===== config.mk =====
export PLATFORM = sky130hd
export DESIGN_NAME = miller_rabin_prime_test_64_unit
export DESIGN_NICKNAME = d
export VERILOG_FILES = /design/src/hw/rtl/mrpt_pkg.sv /design/src/hw/rtl/mrpt_mulmod.sv /design/src/hw/rtl/mrpt_datapath.sv /design/src/hw/rtl/mrpt_ctrl.sv /design/src/hw/rtl/miller_rabin_prime_test_64_unit.sv
export SDC_FILE = /design/constraint.sdc
export NUM_CORES = 2
export LEC_CHECK = 0
export BUFFER_PORTS_ARGS = -buffer_cell sky130_fd_sc_hd__buf_4
export CORE_AREA = 2 2 299 301
export CTS_CLUSTER_DIAMETER = 120
export DETAILED_ROUTE_END_ITERATION = 8
export DIE_AREA = 0 0 301 303
export PLACE_DENSITY = 0.77
export SKIP_CTS_REPAIR_TIMING = 1
export SYNTH_ARGS = -nofsm -noshare
export SYNTH_HDL_FRONTEND = slang
export SYNTH_SLANG_ARGS = --single-unit

===== constraint.sdc =====
create_clock -name clk -period 16.88 [get_ports clk]
set_input_delay 1.688 -clock clk [delete_from_list [all_inputs] [get_ports clk]]
set_output_delay 1.688 -clock clk [all_outputs]
set_load 0.02 [all_outputs]

===== src/hw/rtl/mrpt_pkg.sv =====
// Package: shared types and constants for the Miller-Rabin prime test unit
package mrpt_pkg;

	localparam int NumberWidth = 64;

	typedef logic [NumberWidth-1:0] num_t;

	localparam num_t Bound1 = num_t'(64'd1373653);
	localparam num_t Bound2 = num_t'(64'd9080191);
	localparam num_t Bound3 = num_t'(64'd4759123141);

	// base table: sets start at index 0,2,4,7
	typedef logic [4:0] base_idx_t;
	localparam int BaseCount = 14;

	function automatic logic [6:0] base_value(input base_idx_t idx);
		logic [6:0] v;
		begin
			case (idx)
				5'd0: v = 7'd2;
				5'd1: v = 7'd3;
				5'd2: v = 7'd31;
				5'd3: v = 7'd73;
				5'd4: v = 7'd2;
				5'd5: v = 7'd7;
				5'd6: v = 7'd61;
				5'd7: v = 7'd2;
				5'd8: v = 7'd3;
				5'd9: v = 7'd5;
				5'd10: v = 7'd7;
				5'd11: v = 7'd11;
				5'd12: v = 7'd13;
				5'd13: v = 7'd17;
				default: v = 7'd2;
			endcase
			return v;
		end
	endfunction

	// datapath commands
	typedef enum logic [2:0] {
		CMD_NONE,
		CMD_LOAD,     // latch candidate, classify
		CMD_SHIFT_D,  // d >>= 1, r++
		CMD_BASE,     // x = 1, b = base, e = d
		CMD_MUL_XB,   // start x*b
		CMD_MUL_BB,   // start b*b
		CMD_MUL_XX,   // start x*x
		CMD_NEXT_BASE
	} cmd_t;

	typedef struct packed {
		logic trivial;      // decided directly
		logic trivial_val;
		logic d_even;
		logic base_skip;    // base >= n
		logic e_zero;
		logic e_lsb;
		logic x_one;
		logic x_nm1;
		logic r_more;       // j < r
		logic bases_done;
		logic mul_done;
	} status_t;

	typedef enum logic [3:0] {
		ST_IDLE,
		ST_LOAD,
		ST_SPLIT,
		ST_BASE,
		ST_POW,
		ST_WAIT_XB,
		ST_WAIT_BB,
		ST_CHECK,
		ST_SQ,
		ST_WAIT_XX,
		ST_NEXT,
		ST_DONE
	} state_t;

endpackage


===== src/hw/rtl/mrpt_mulmod.sv =====
// Bit-serial modular multiplier: one double-and-add step per cycle
module mrpt_mulmod (
	input  logic              clk,
	input  logic              arst_n,
	input  logic              go,
	input  mrpt_pkg::num_t    x,
	input  mrpt_pkg::num_t    y,
	input  mrpt_pkg::num_t    m,
	output mrpt_pkg::num_t    prod,
	output logic              done
);
	localparam int CntW = $clog2(mrpt_pkg::NumberWidth);

	logic [CntW-1:0] bit_q;
	logic busy_q;
	mrpt_pkg::num_t acc_q, x_q, y_q, m_q;
	logic [mrpt_pkg::NumberWidth:0] dbl, dbl_r, add, add_r;
	mrpt_pkg::num_t nxt;

	always_comb begin
		dbl = {acc_q, 1'b0};
		dbl_r = (dbl >= {1'b0, m_q}) ? dbl - {1'b0, m_q} : dbl;
		add = dbl_r + {1'b0, x_q};
		add_r = (add >= {1'b0, m_q}) ? add - {1'b0, m_q} : add;
		nxt = y_q[bit_q] ? add_r[mrpt_pkg::NumberWidth-1:0]
			: dbl_r[mrpt_pkg::NumberWidth-1:0];
	end

	always_ff @(posedge clk or negedge arst_n) begin
		if (!arst_n) begin
			busy_q <= 1'b0;
			done <= 1'b0;
			bit_q <= '0;
		end else begin
			done <= 1'b0;
			if (go) begin
				busy_q <= 1'b1;
				bit_q <= CntW'(mrpt_pkg::NumberWidth - 1);
			end else if (busy_q) begin
				if (bit_q == '0) begin
					busy_q <= 1'b0;
					done <= 1'b1;
				end
				bit_q <= bit_q - 1'b1;
			end
		end
	end

	always_ff @(posedge clk) begin
		if (go) begin
			acc_q <= '0;
			x_q <= x;
			y_q <= y;
			m_q <= m;
		end else if (busy_q) begin
			acc_q <= nxt;
		end
	end

	assign prod = acc_q;
endmodule


===== src/hw/rtl/mrpt_datapath.sv =====
// Datapath: operand registers, base table walk and modular multiplier
module mrpt_datapath (
	input  logic              clk,
	input  logic              arst_n,
	input  mrpt_pkg::cmd_t    cmd,
	input  mrpt_pkg::num_t    candidate,
	output mrpt_pkg::status_t status
);
	localparam int RW = $clog2(mrpt_pkg::NumberWidth) + 1;

	mrpt_pkg::num_t n_q, d_q, x_q, b_q, e_q, nm1;
	logic [RW-1:0] r_q, j_q;
	mrpt_pkg::base_idx_t idx_q, end_q;
	logic triv_q, trival_q;
	logic [1:0] tgt_q; // 0 x,1 b
	logic go;
	mrpt_pkg::num_t ma, mb, prod;
	logic mdone;
	logic [6:0] dsum;
	logic [3:0] fold1;
	logic [2:0] fold2;
	logic div3;
	mrpt_pkg::num_t cn;
	mrpt_pkg::num_t base;

	// sum of base-4 digits, as a balanced adder tree; 4 = 1 mod 3
	function automatic logic [6:0] digit_sum(input mrpt_pkg::num_t v);
		logic [6:0] part [mrpt_pkg::NumberWidth/2];
		begin
			for (int i = 0; i < mrpt_pkg::NumberWidth/2; i++)
				part[i] = 7'(v[2*i +: 2]);
			for (int w = mrpt_pkg::NumberWidth/4; w >= 1; w = w >> 1)
				for (int i = 0; i < w; i++)
					part[i] = part[2*i] + part[2*i+1];
			return part[0];
		end
	endfunction

	mrpt_mulmod u_mul (
		.clk, .arst_n, .go, .x(ma), .y(mb), .m(n_q), .prod, .done(mdone)
	);

	assign nm1 = n_q - 1'b1;
	assign base = mrpt_pkg::num_t'(mrpt_pkg::base_value(idx_q));
	assign cn = candidate;

	// fold the digit sum twice more; what is left is 0..4
	assign dsum = digit_sum(cn);
	assign fold1 = 4'(dsum[1:0]) + 4'(dsum[3:2]) + 4'(dsum[5:4]) + 4'(dsum[6]);
	assign fold2 = 3'(fold1[1:0]) + 3'(fold1[3:2]);
	assign div3 = (fold2 == 3'd0) || (fold2 == 3'd3);

	always_comb begin
		go = 1'b0;
		ma = x_q;
		mb = b_q;
		case (cmd)
			mrpt_pkg::CMD_MUL_XB: go = 1'b1;
			mrpt_pkg::CMD_MUL_BB: begin
				go = 1'b1;
				ma = b_q;
			end
			mrpt_pkg::CMD_MUL_XX: begin
				go = 1'b1;
				mb = x_q;
			end
			default: go = 1'b0;
		endcase
	end

	always_ff @(posedge clk or negedge arst_n) begin
		if (!arst_n) begin
			tgt_q <= '0;
		end else begin
			case (cmd)
				mrpt_pkg::CMD_MUL_BB: tgt_q <= 2'd1;
				mrpt_pkg::CMD_MUL_XB,
				mrpt_pkg::CMD_MUL_XX: tgt_q <= 2'd0;
				default: tgt_q <= tgt_q;
			endcase
		end
	end

	always_ff @(posedge clk) begin
		if (mdone) begin
			if (tgt_q == 2'd1) b_q <= prod;
			else x_q <= prod;
		end
		case (cmd)
			mrpt_pkg::CMD_LOAD: begin
				n_q <= cn;
				d_q <= cn - 1'b1;
				r_q <= '0;
				triv_q <= (cn < mrpt_pkg::num_t'(9)) || !cn[0] || div3;
				trival_q <= (cn >= mrpt_pkg::num_t'(2)) &&
					((cn < mrpt_pkg::num_t'(4)) || (cn[0] && cn < mrpt_pkg::num_t'(9)));
				if (cn < mrpt_pkg::Bound1) begin
					idx_q <= 5'd0; end_q <= 5'd2;
				end else if (cn < mrpt_pkg::Bound2) begin
					idx_q <= 5'd2; end_q <= 5'd4;
				end else if (cn < mrpt_pkg::Bound3) begin
					idx_q <= 5'd4; end_q <= 5'd7;
				end else begin
					idx_q <= 5'd7; end_q <= 5'(mrpt_pkg::BaseCount);
				end
			end
			mrpt_pkg::CMD_SHIFT_D: begin
				d_q <= d_q >> 1;
				r_q <= r_q + 1'b1;
			end
			mrpt_pkg::CMD_BASE: begin
				x_q <= mrpt_pkg::num_t'(1);
				b_q <= base;
				e_q <= d_q;
				j_q <= RW'(1);
			end
			mrpt_pkg::CMD_MUL_BB: e_q <= e_q >> 1;
			mrpt_pkg::CMD_MUL_XX: j_q <= j_q + 1'b1;
			mrpt_pkg::CMD_NEXT_BASE: idx_q <= idx_q + 1'b1;
			default: ;
		endcase
	end

	always_comb begin
		status.trivial = triv_q;
		status.trivial_val = trival_q;
		status.d_even = !d_q[0];
		status.base_skip = base >= n_q;
		status.e_zero = e_q == '0;
		status.e_lsb = e_q[0];
		status.x_one = x_q == mrpt_pkg::num_t'(1);
		status.x_nm1 = x_q == nm1;
		status.r_more = j_q < r_q;
		status.bases_done = idx_q == end_q;
		status.mul_done = mdone;
	end
endmodule


===== src/hw/rtl/mrpt_ctrl.sv =====
// Controller: sequencing of split, exponentiation and squaring loop
module mrpt_ctrl (
	input  logic                clk,
	input  logic                arst_n,
	input  logic                start,
	input  mrpt_pkg::status_t   status,
	output mrpt_pkg::cmd_t      cmd,
	output logic                busy,
	output logic                done,
	output logic                prime
);
	mrpt_pkg::state_t state_q, state_d;
	logic res_q, res_d;

	always_ff @(posedge clk or negedge arst_n) begin
		if (!arst_n) begin
			state_q <= mrpt_pkg::ST_IDLE;
			res_q <= 1'b0;
		end else begin
			state_q <= state_d;
			res_q <= res_d;
		end
	end

	always_comb begin
		state_d = state_q;
		res_d = res_q;
		cmd = mrpt_pkg::CMD_NONE;
		busy = 1'b1;
		case (state_q)
			mrpt_pkg::ST_IDLE: begin
				busy = 1'b0;
				if (start) begin
					cmd = mrpt_pkg::CMD_LOAD;
					state_d = mrpt_pkg::ST_LOAD;
				end
			end
			mrpt_pkg::ST_LOAD: begin
				if (status.trivial) begin
					res_d = status.trivial_val;
					state_d = mrpt_pkg::ST_DONE;
				end else begin
					res_d = 1'b1;
					state_d = mrpt_pkg::ST_SPLIT;
				end
			end
			mrpt_pkg::ST_SPLIT: begin
				if (status.d_even) cmd = mrpt_pkg::CMD_SHIFT_D;
				else state_d = mrpt_pkg::ST_BASE;
			end
			mrpt_pkg::ST_BASE: begin
				if (status.bases_done) state_d = mrpt_pkg::ST_DONE;
				else if (status.base_skip) cmd = mrpt_pkg::CMD_NEXT_BASE;
				else begin
					cmd = mrpt_pkg::CMD_BASE;
					state_d = mrpt_pkg::ST_POW;
				end
			end
			mrpt_pkg::ST_POW: begin
				if (status.e_zero) state_d = mrpt_pkg::ST_CHECK;
				else if (status.e_lsb) begin
					cmd = mrpt_pkg::CMD_MUL_XB;
					state_d = mrpt_pkg::ST_WAIT_XB;
				end else begin
					cmd = mrpt_pkg::CMD_MUL_BB;
					state_d = mrpt_pkg::ST_WAIT_BB;
				end
			end
			mrpt_pkg::ST_WAIT_XB: if (status.mul_done) begin
				cmd = mrpt_pkg::CMD_MUL_BB;
				state_d = mrpt_pkg::ST_WAIT_BB;
			end
			mrpt_pkg::ST_WAIT_BB: if (status.mul_done) state_d = mrpt_pkg::ST_POW;
			mrpt_pkg::ST_CHECK: begin
				if (status.x_one || status.x_nm1) state_d = mrpt_pkg::ST_NEXT;
				else state_d = mrpt_pkg::ST_SQ;
			end
			mrpt_pkg::ST_SQ: begin
				if (status.x_nm1) state_d = mrpt_pkg::ST_NEXT;
				else if (status.r_more) begin
					cmd = mrpt_pkg::CMD_MUL_XX;
					state_d = mrpt_pkg::ST_WAIT_XX;
				end else begin
					res_d = 1'b0;
					state_d = mrpt_pkg::ST_DONE;
				end
			end
			mrpt_pkg::ST_WAIT_XX: if (status.mul_done) state_d = mrpt_pkg::ST_SQ;
			mrpt_pkg::ST_NEXT: begin
				cmd = mrpt_pkg::CMD_NEXT_BASE;
				state_d = mrpt_pkg::ST_BASE;
			end
			mrpt_pkg::ST_DONE: state_d = mrpt_pkg::ST_IDLE;
			default: state_d = mrpt_pkg::ST_IDLE;
		endcase
	end

	assign done = state_q == mrpt_pkg::ST_DONE;
	assign prime = res_q;
endmodule


===== src/hw/rtl/miller_rabin_prime_test_64_unit.sv =====
// Top level: deterministic Miller-Rabin primality test for 64-bit numbers
//
// Use: raise start with candidate while busy is low; the request is taken at
// that edge and busy rises on the next cycle. When the test ends, done is
// high for exactly one cycle with prime valid; the receiver cannot stall
// and must take it then. busy falls in the cycle after done.
// Small values and multiples of 2 or 3 are decided in the load state, which
// goes straight to the done state. Other values run a strong-probable-prime
// test over 2, 3 or 7 bases. Each modular product is a bit-serial
// double-and-add pass over the 64 bits of its multiplier, ended by a done
// strobe. A square-and-multiply step takes two products (one when it only
// squares), and a base needs at most 63 steps; the worst case has seven bases.
// One request is processed at a time; the next one can be taken at the
// edge that ends the cycle after done.
// Reset (arst_n low) returns the controller to idle with busy low; no
// request in flight survives it.
module miller_rabin_prime_test_64_unit (
	input  logic                clk,
	input  logic                arst_n,
	input  logic                start,
	input  logic [63:0]         candidate,
	output logic                busy,
	output logic                done,
	output logic                prime
);
	mrpt_pkg::cmd_t cmd;
	mrpt_pkg::status_t status;

	mrpt_ctrl u_ctrl (
		.clk, .arst_n, .start, .status, .cmd, .busy, .done, .prime
	);

	mrpt_datapath u_dp (
		.clk, .arst_n, .cmd, .candidate, .status
	);
endmodule


* Yosys cells after proc, flatten, opt, wreduce, memory -nomap -nowiden *
Memory sizes are Yosys's and may differ from the RTL's. A register that Yosys moved wholly into a read port is not among the register bits.
Cells that the tools add are included.

word-level totals
  register bits = 616
  bits in read-only memories = 112
  bits of input ports = 67
  output and inout bits = 3
  word-level logic and storage cells = 201
  memories = 1

memory list
  name              words  width  read ports  clocked after Yosys merged registers in  write ports  line            text
  (name not given)  16     7      1           1                                        0            mrpt_pkg.sv:19  case (idx)

operators by class
  add/subtract/negate cells = 44
  order comparisons = 11
  eq/ne operators = 31
  mux-type cells = 61
  bitwise operators = 1
  reduce and logical (&&, ||, !) cells = 29

operators by type and width
  kind                                                                count
  2-to-1 mux 64 bit                                                   4
  one-hot mux 64 bit (2 select lines)                                 2
  greater-or-equal comparator 65 x 64 -> 1 bit                        2
  subtractor 64 x 1 -> 64 bit, second input constant                  2
  adder 7 bit                                                         15
  adder 65 x 64 -> 65 bit                                             1
  2-to-1 mux 65 bit                                                   1
  subtractor 65 x 64 -> 65 bit                                        1
  equality test 64 x 1 -> 1 bit, second input constant                1
  equality test 64 bit                                                1
  greater-or-equal comparator 64 x 2 -> 1 bit, second input constant  1
  greater-or-equal comparator 7 x 64 -> 1 bit                         1
  zero test 64 bit                                                    1
  < comparator 64 x 21 -> 1 bit, second input constant                1
  < comparator 64 x 24 -> 1 bit, second input constant                1
  < comparator 64 x 3 -> 1 bit, second input constant                 1
  < comparator 64 x 33 -> 1 bit, second input constant                1
  < comparator 64 x 4 -> 1 bit, second input constant                 1
  subtractor 64 bit                                                   1
  adder 2 x 2 -> 3 bit                                                18
  2-to-1 mux 4 bit                                                    12
  one-hot mux 4 bit (11 select lines)                                 1
  2-to-1 mux 7 bit                                                    4
  one-hot mux 7 bit (2 select lines)                                  2
  other kinds (42)                                                    101

* Depth between registers and ports, before layout *
  depth after elaboration = 12
  depth in mapped cells = 45
  mapped depth without buffers = 39

* By module *
Synthesis repeated with hierarchy kept, for this count alone.

second synthesis, totals
  cell total of the unflattened synthesis = 4756
  area, all modules = 44258.7 um2

modules (own cells, without submodules)
  module         instances  cells an instance  area an instance (um2)  sequential area each (um2)
  mrpt_mulmod    1          2530               22241.3                 7247.0
  mrpt_datapath  1          2148               21440.6                 9313.9
  mrpt_ctrl      1          78                 576.8                   125.1

* Least setup slack after synthesis *
No wires, ideal clock.

  path type = reg2reg
  from = register u_dp.u_mul.m_q[7]
  to = register u_dp.u_mul.acc_q[41] (netlist: u_dp.u_mul.prod[41])
  library setup time = 0.429 ns
  arrival = 9.185 ns
  required time = 16.451 ns
  slack = 7.265 ns
  cell stages (with the launch flop) = 44
  buffers on the path = 5
  period minus slack after synthesis = 9.615 ns
  path through = edfxtp_1 -> inv_1 -> ha_1 -> and3_1 -> and2_1 -> a221o_1 -> a31o_2 -> a21oi_1 -> o311ai_1 -> o211ai_1 -> nand3_1 -> and2_1 -> clkbuf_1 -> clkbuf_1 -> clkbuf_1 -> a21oi_1 -> inv_1 -> ha_1 -> (+8 left out) -> a21o_1 -> a21oi_1 -> xnor2_1 -> ha_1 -> nand2_1 -> o21ai_0 -> nor3b_1 -> a211oi_1 -> a21oi_1 -> o21ai_1 -> a221oi_1 -> nor2b_1 -> nor2b_1 -> clkbuf_1 -> clkbuf_1 -> a211oi_1 -> o311ai_0 -> a21oi_1

between the ends
  longest elaborated chain between the ends = 6

RTL lines
  what                                                                                          line               text
  start, declared                                                                               mrpt_mulmod.sv:16  mrpt_pkg::num_t acc_q, x_q, y_q, m_q;
  start signal, assigned                                                                        mrpt_mulmod.sv:54  m_q <= m;
  subtractor 65 x 64 -> 65 bit or greater-or-equal comparator 65 x 64 -> 1 bit (tied branches)  mrpt_mulmod.sv:22  dbl_r = (dbl >= {1'b0, m_q}) ? dbl - {1'b0, m_q} : dbl;
  2-to-1 mux 65 bit                                                                             mrpt_mulmod.sv:22
  adder 65 x 64 -> 65 bit                                                                       mrpt_mulmod.sv:23  add = dbl_r + {1'b0, x_q};
  subtractor 64 bit or greater-or-equal comparator 65 x 64 -> 1 bit (tied branches)             mrpt_mulmod.sv:24  add_r = (add >= {1'b0, m_q}) ? add - {1'b0, m_q} : add;
  2-to-1 mux 64 bit                                                                             mrpt_mulmod.sv:24
  2-to-1 mux 64 bit *                                                                           mrpt_mulmod.sv:25  nxt = y_q[bit_q] ? add_r[mrpt_pkg::NumberWidth-1:0]
  end signal, assigned                                                                          mrpt_mulmod.sv:56  acc_q <= nxt;
  end, declared                                                                                 mrpt_mulmod.sv:16

Mark *: on every way between the ends. The rest lies on a longest branch, timed or not.
A chain may end at the register's enable or synchronous reset.

* Worst setup path in the final report *
  from = register u_dp.u_mul.acc_q[7] (netlist: u_dp.u_mul.prod[7])
  to = register u_dp.u_mul.acc_q[5] (netlist: u_dp.u_mul.prod[5])

between the ends
  longest elaborated chain between the ends = 6

RTL lines
  what                                                                                          line
  subtractor 65 x 64 -> 65 bit or greater-or-equal comparator 65 x 64 -> 1 bit (tied branches)  mrpt_mulmod.sv:22
  2-to-1 mux 65 bit *                                                                           mrpt_mulmod.sv:22
  adder 65 x 64 -> 65 bit                                                                       mrpt_mulmod.sv:23
  greater-or-equal comparator 65 x 64 -> 1 bit or subtractor 64 bit (tied branches)             mrpt_mulmod.sv:24
  2-to-1 mux 64 bit                                                                             mrpt_mulmod.sv:24
  2-to-1 mux 64 bit *                                                                           mrpt_mulmod.sv:25

Marked as above.

==> key figures <==
Run status
  – Outcome: finished with violations
  – Violated checks: capacitance limit, slew limit

Clock tree
  – CTS max path bufs: 3
  – Clock transition at the registers of the reported paths: 0.06 ns
  – Root buffer cell: clkbuf_16
  – Clock latency on the worst-skew pair: 0.64 ns
  – Htree depth: 3
  – CTS buffer count: 70
  – Clock sinks: 622
  – Clock tree from TritonCTS: yes

Worst hold path
  – Worst min-delay path class: register to register
  – Worst Hold End: u_dp.b_q[12]$_SDFFE_PN0P_
  – Hold Crit Start: u_dp.b_q[12]$_SDFFE_PN0P_
  – Hold Path Depth: 2

Place
  – Hpwl dp: 109000 um
  – Gp weighted congestion: 1.02
  – PortBufs: 69
  – Worst slack, placed: 4.67 ns

Timing
  – Final setup fails: 0
  – Final worst path period share: 74.9%
  – Post-route setup slack: 4.24 ns
  – Worst Max-Slew Pin Slew: 1.53 ns
  – Final Max Slew Viols: 2
  – RSZ-0062 raised after global routing: no
  – Fin. Hold Viols: 0
  – Slew Limit Headroom: -4.90%
  – Setup TNS: 0 ns
  – Worst Skew: 0.0360 ns
  – Fmax: 79.1 MHz
  – Minimum clock period: 12.64 ns

Worst setup path
  – RR Startpoint: u_dp.u_mul.prod[7]$_SDFFE_PP0P_
  – Most used cell, CP: a21oi_1
  – Slowest-stage cell, CP: a2111oi_0
  – Crit Path Category: register to register
  – Startpoint Class: register
  – Endpoint kind of the worst setup timing path: register
  – Worst EP required: 17.36 ns
  – Critical path's largest stage delay: 1.19 ns
  – Cell family with most CP delay: compound AO/OA/AOI/OAI gates
  – Critical path arrival: 13.11 ns
  – Total buffers and inverters traversed by the critical path: 2
  – R2R depth: 38
  – Worst R2R Setup Slack: 4.24 ns
  – Crit-path max FO: 56
  – R2r endpoint: u_dp.u_mul.prod[5]$_SDFFE_PP0P_
  – Stages on worst setup path: 38

Global routing
  – Global-route wire length before repair: 218000 um
  – Initial antenna violation count: 1
  – Grt ovf: 0
  – Largest net degree at the start of global routing: 116
  – Vias in the first global route: 35600
  – Global Route Usage Sum: 31.5%

Yosys
  – Simple-Gate Fraction of Synth Area: 15.8%
  – Syn Inst Count: 4667
  – Post-synth ARST share: 2.25%
  – Synth Warn #: 0
  – Post-synthesis compound-gate area fraction: 17.1%
  – Synth Net Count: 5049
  – Main combinational cell family by area after synthesis: compound AO/OA/AOI/OAI gates
  – Seq/Total Area, Yosys: 38.2%
  – Seq cells post-synth: 622
  – Post-synth EDFFs: 416
  – Synthesized cell area: 43700 um2
  – Adder-Cell Fraction of Synth Area: 10.1%
  – Post-Synth XOR/XNOR Area: 6.82%
  – Top_reg_cell synth: edfxtp_1
  – Post-synthesis mux area share: 7.73%
  – Post-synth cell types: 94
  – Mean post-synth cell area: 9.36 um2

Floorplanning
  – DIE AREA: 91200 um2
  – Starting density of the core: 49.7%
  – FP Rows: 109
  – Total I/O pin count: 70
  – Core area: 88000 um2
  – Die height: 303 um
  – DIE WIDTH: 301 um

Drt
  – Vias: 37600
  – WL final: 146000 um
  – Pre-Repair DR Iteration Count: 6
  – DRC viols: 0
  – ANT nets after route: 0
  – Iteration-0 DRC Markers: 4672
  – Routed length per instance: 25.0 um
  – Via density per instance: 6.44

Final layout
  – Nets: 4993
  – Layout cells sized above 1: 11.3%
  – Commonest non-fill, non-tap cell in the layout: nand2_1
  – Antenna Cells: 0
  – Most frequent cells in the layout: nand2_1 (607), a21oi_1 (419), edfxtp_1 (416)
  – P&R area growth vs syn: 8.50%

Flow run
  – Max Cap Viol: 1
## registers in the layout, summed over array words and instances, names as in the netlist, 6 cells and up, named ones only
name,flops
u_dp.b_q,64
u_dp.d_q,64
u_dp.e_q,64
u_dp.j_q,7
u_dp.n_q,64
u_dp.r_q,7
u_dp.u_mul.bit_q,6
u_dp.u_mul.m_q,64
u_dp.u_mul.prod,64
u_dp.u_mul.x_q,64
u_dp.u_mul.y_q,64
u_dp.x_q,64
## worst min-delay path: stages, from the launching register on
cell and delay, ns:
dfxtp_1 0.31, nand2_1 0.05, a21oi_1 0.05
## final cells by class
class / count / area [um2]
inverters: 242 / 916
well taps: 1165 / 1460
clock buffers: 100 / 2110
clock inverters: 29 / 190
repair buffers: 102 / 766
fillers: 7774 / 40600
multi-input cells: 3573 / 25300
flip-flops and latches: 622 / 16700
## layer usage
layer  GRT usage [%]  up-vias  part of all wire, %
met3            6.69      334                   11
met4            14.7        0                  5.0
met5               0        -                    0
met1            43.1    18200                   41
met2            47.6     2107                   43
li1                -    16900                    -
## worst max-delay path by stage
| stage | from | endpoint | slack (ns) |
|---|---|---|---|
| after global routing | u_dp.u_mul.m_q[8]$_DFFE_PP_ | u_dp.u_mul.prod[57]$_SDFFE_PP0P_ | 3.81 |
| final | u_dp.u_mul.prod[7]$_SDFFE_PP0P_ | u_dp.u_mul.prod[5]$_SDFFE_PP0P_ | 4.24 |
| after floorplan | u_dp.u_mul.m_q[7]$_DFFE_PP_ | u_dp.u_mul.prod[41]$_SDFFE_PP0P_ | 7.27 |
| after detailed placement | u_dp.u_mul.prod[6]$_SDFFE_PP0P_ | u_dp.u_mul.prod[57]$_SDFFE_PP0P_ | 4.67 |
| after global placement | u_dp.u_mul.prod[7]$_SDFFE_PP0P_ | u_dp.u_mul.prod[57]$_SDFFE_PP0P_ | 4.80 |
| after CTS | u_dp.u_mul.prod[7]$_SDFFE_PP0P_ | u_dp.u_mul.prod[57]$_SDFFE_PP0P_ | 4.57 |
## cell families after synthesis
family	Yosys count
AND/OR/NAND/NOR	1442
adder cells (fa/ha/maj)	315
buffers and inverters	472
XOR/XNOR	340
multiplexers	282
AO/OA/AOI/OAI	1194
flip-flops	622
## cell usage after synthesis, types with 20 or more instances
library cell | n | area (um2)
nand4_1 | 71 | 444
o31ai_1 | 24 | 180
nand2_1 | 611 | 2290
nor4_1 | 75 | 469
nor2_1 | 220 | 826
mux2_2 | 233 | 2620
xnor2_1 | 215 | 1880
inv_1 | 239 | 897
nor3_1 | 92 | 460
xor2_1 | 125 | 1090
a21o_1 | 96 | 721
o211ai_1 | 33 | 248
dfxtp_1 | 192 | 3840
o21ai_0 | 262 | 1310
nand2b_1 | 47 | 294
or4_1 | 24 | 180
o21bai_1 | 41 | 308
clkbuf_1 | 199 | 747
or3_1 | 35 | 219
fa_1 | 63 | 1260
nand3_1 | 92 | 460
a21oi_1 | 419 | 2100
and2_1 | 22 | 138
a31oi_1 | 48 | 300
a211oi_1 | 36 | 270
ha_1 | 252 | 3150
edfxtp_1 | 416 | 12500
and3_1 | 46 | 288
mux4_2 | 20 | 450
a21boi_0 | 21 | 158
o21a_1 | 35 | 263
nor2b_1 | 45 | 282
## stage by stage
step / area [um2] / util [%] / instances / hold WS [ns]
floorplan: 43700 / - / 4667 / 0.424
global placement: 45100 / 51.3 / 5704 / 0.451
detailed placement: 45100 / 51.3 / 5704 / 0.459
CTS: 47400 / 53.9 / 5833 / 0.467
global route: 47400 / 53.9 / 5833 / 0.487
finish: 47400 / 53.9 / 5833 / 0.465
Power is not shown: default switching activity piles up to over one toggle a cycle in this logic, so the estimate is an artifact.
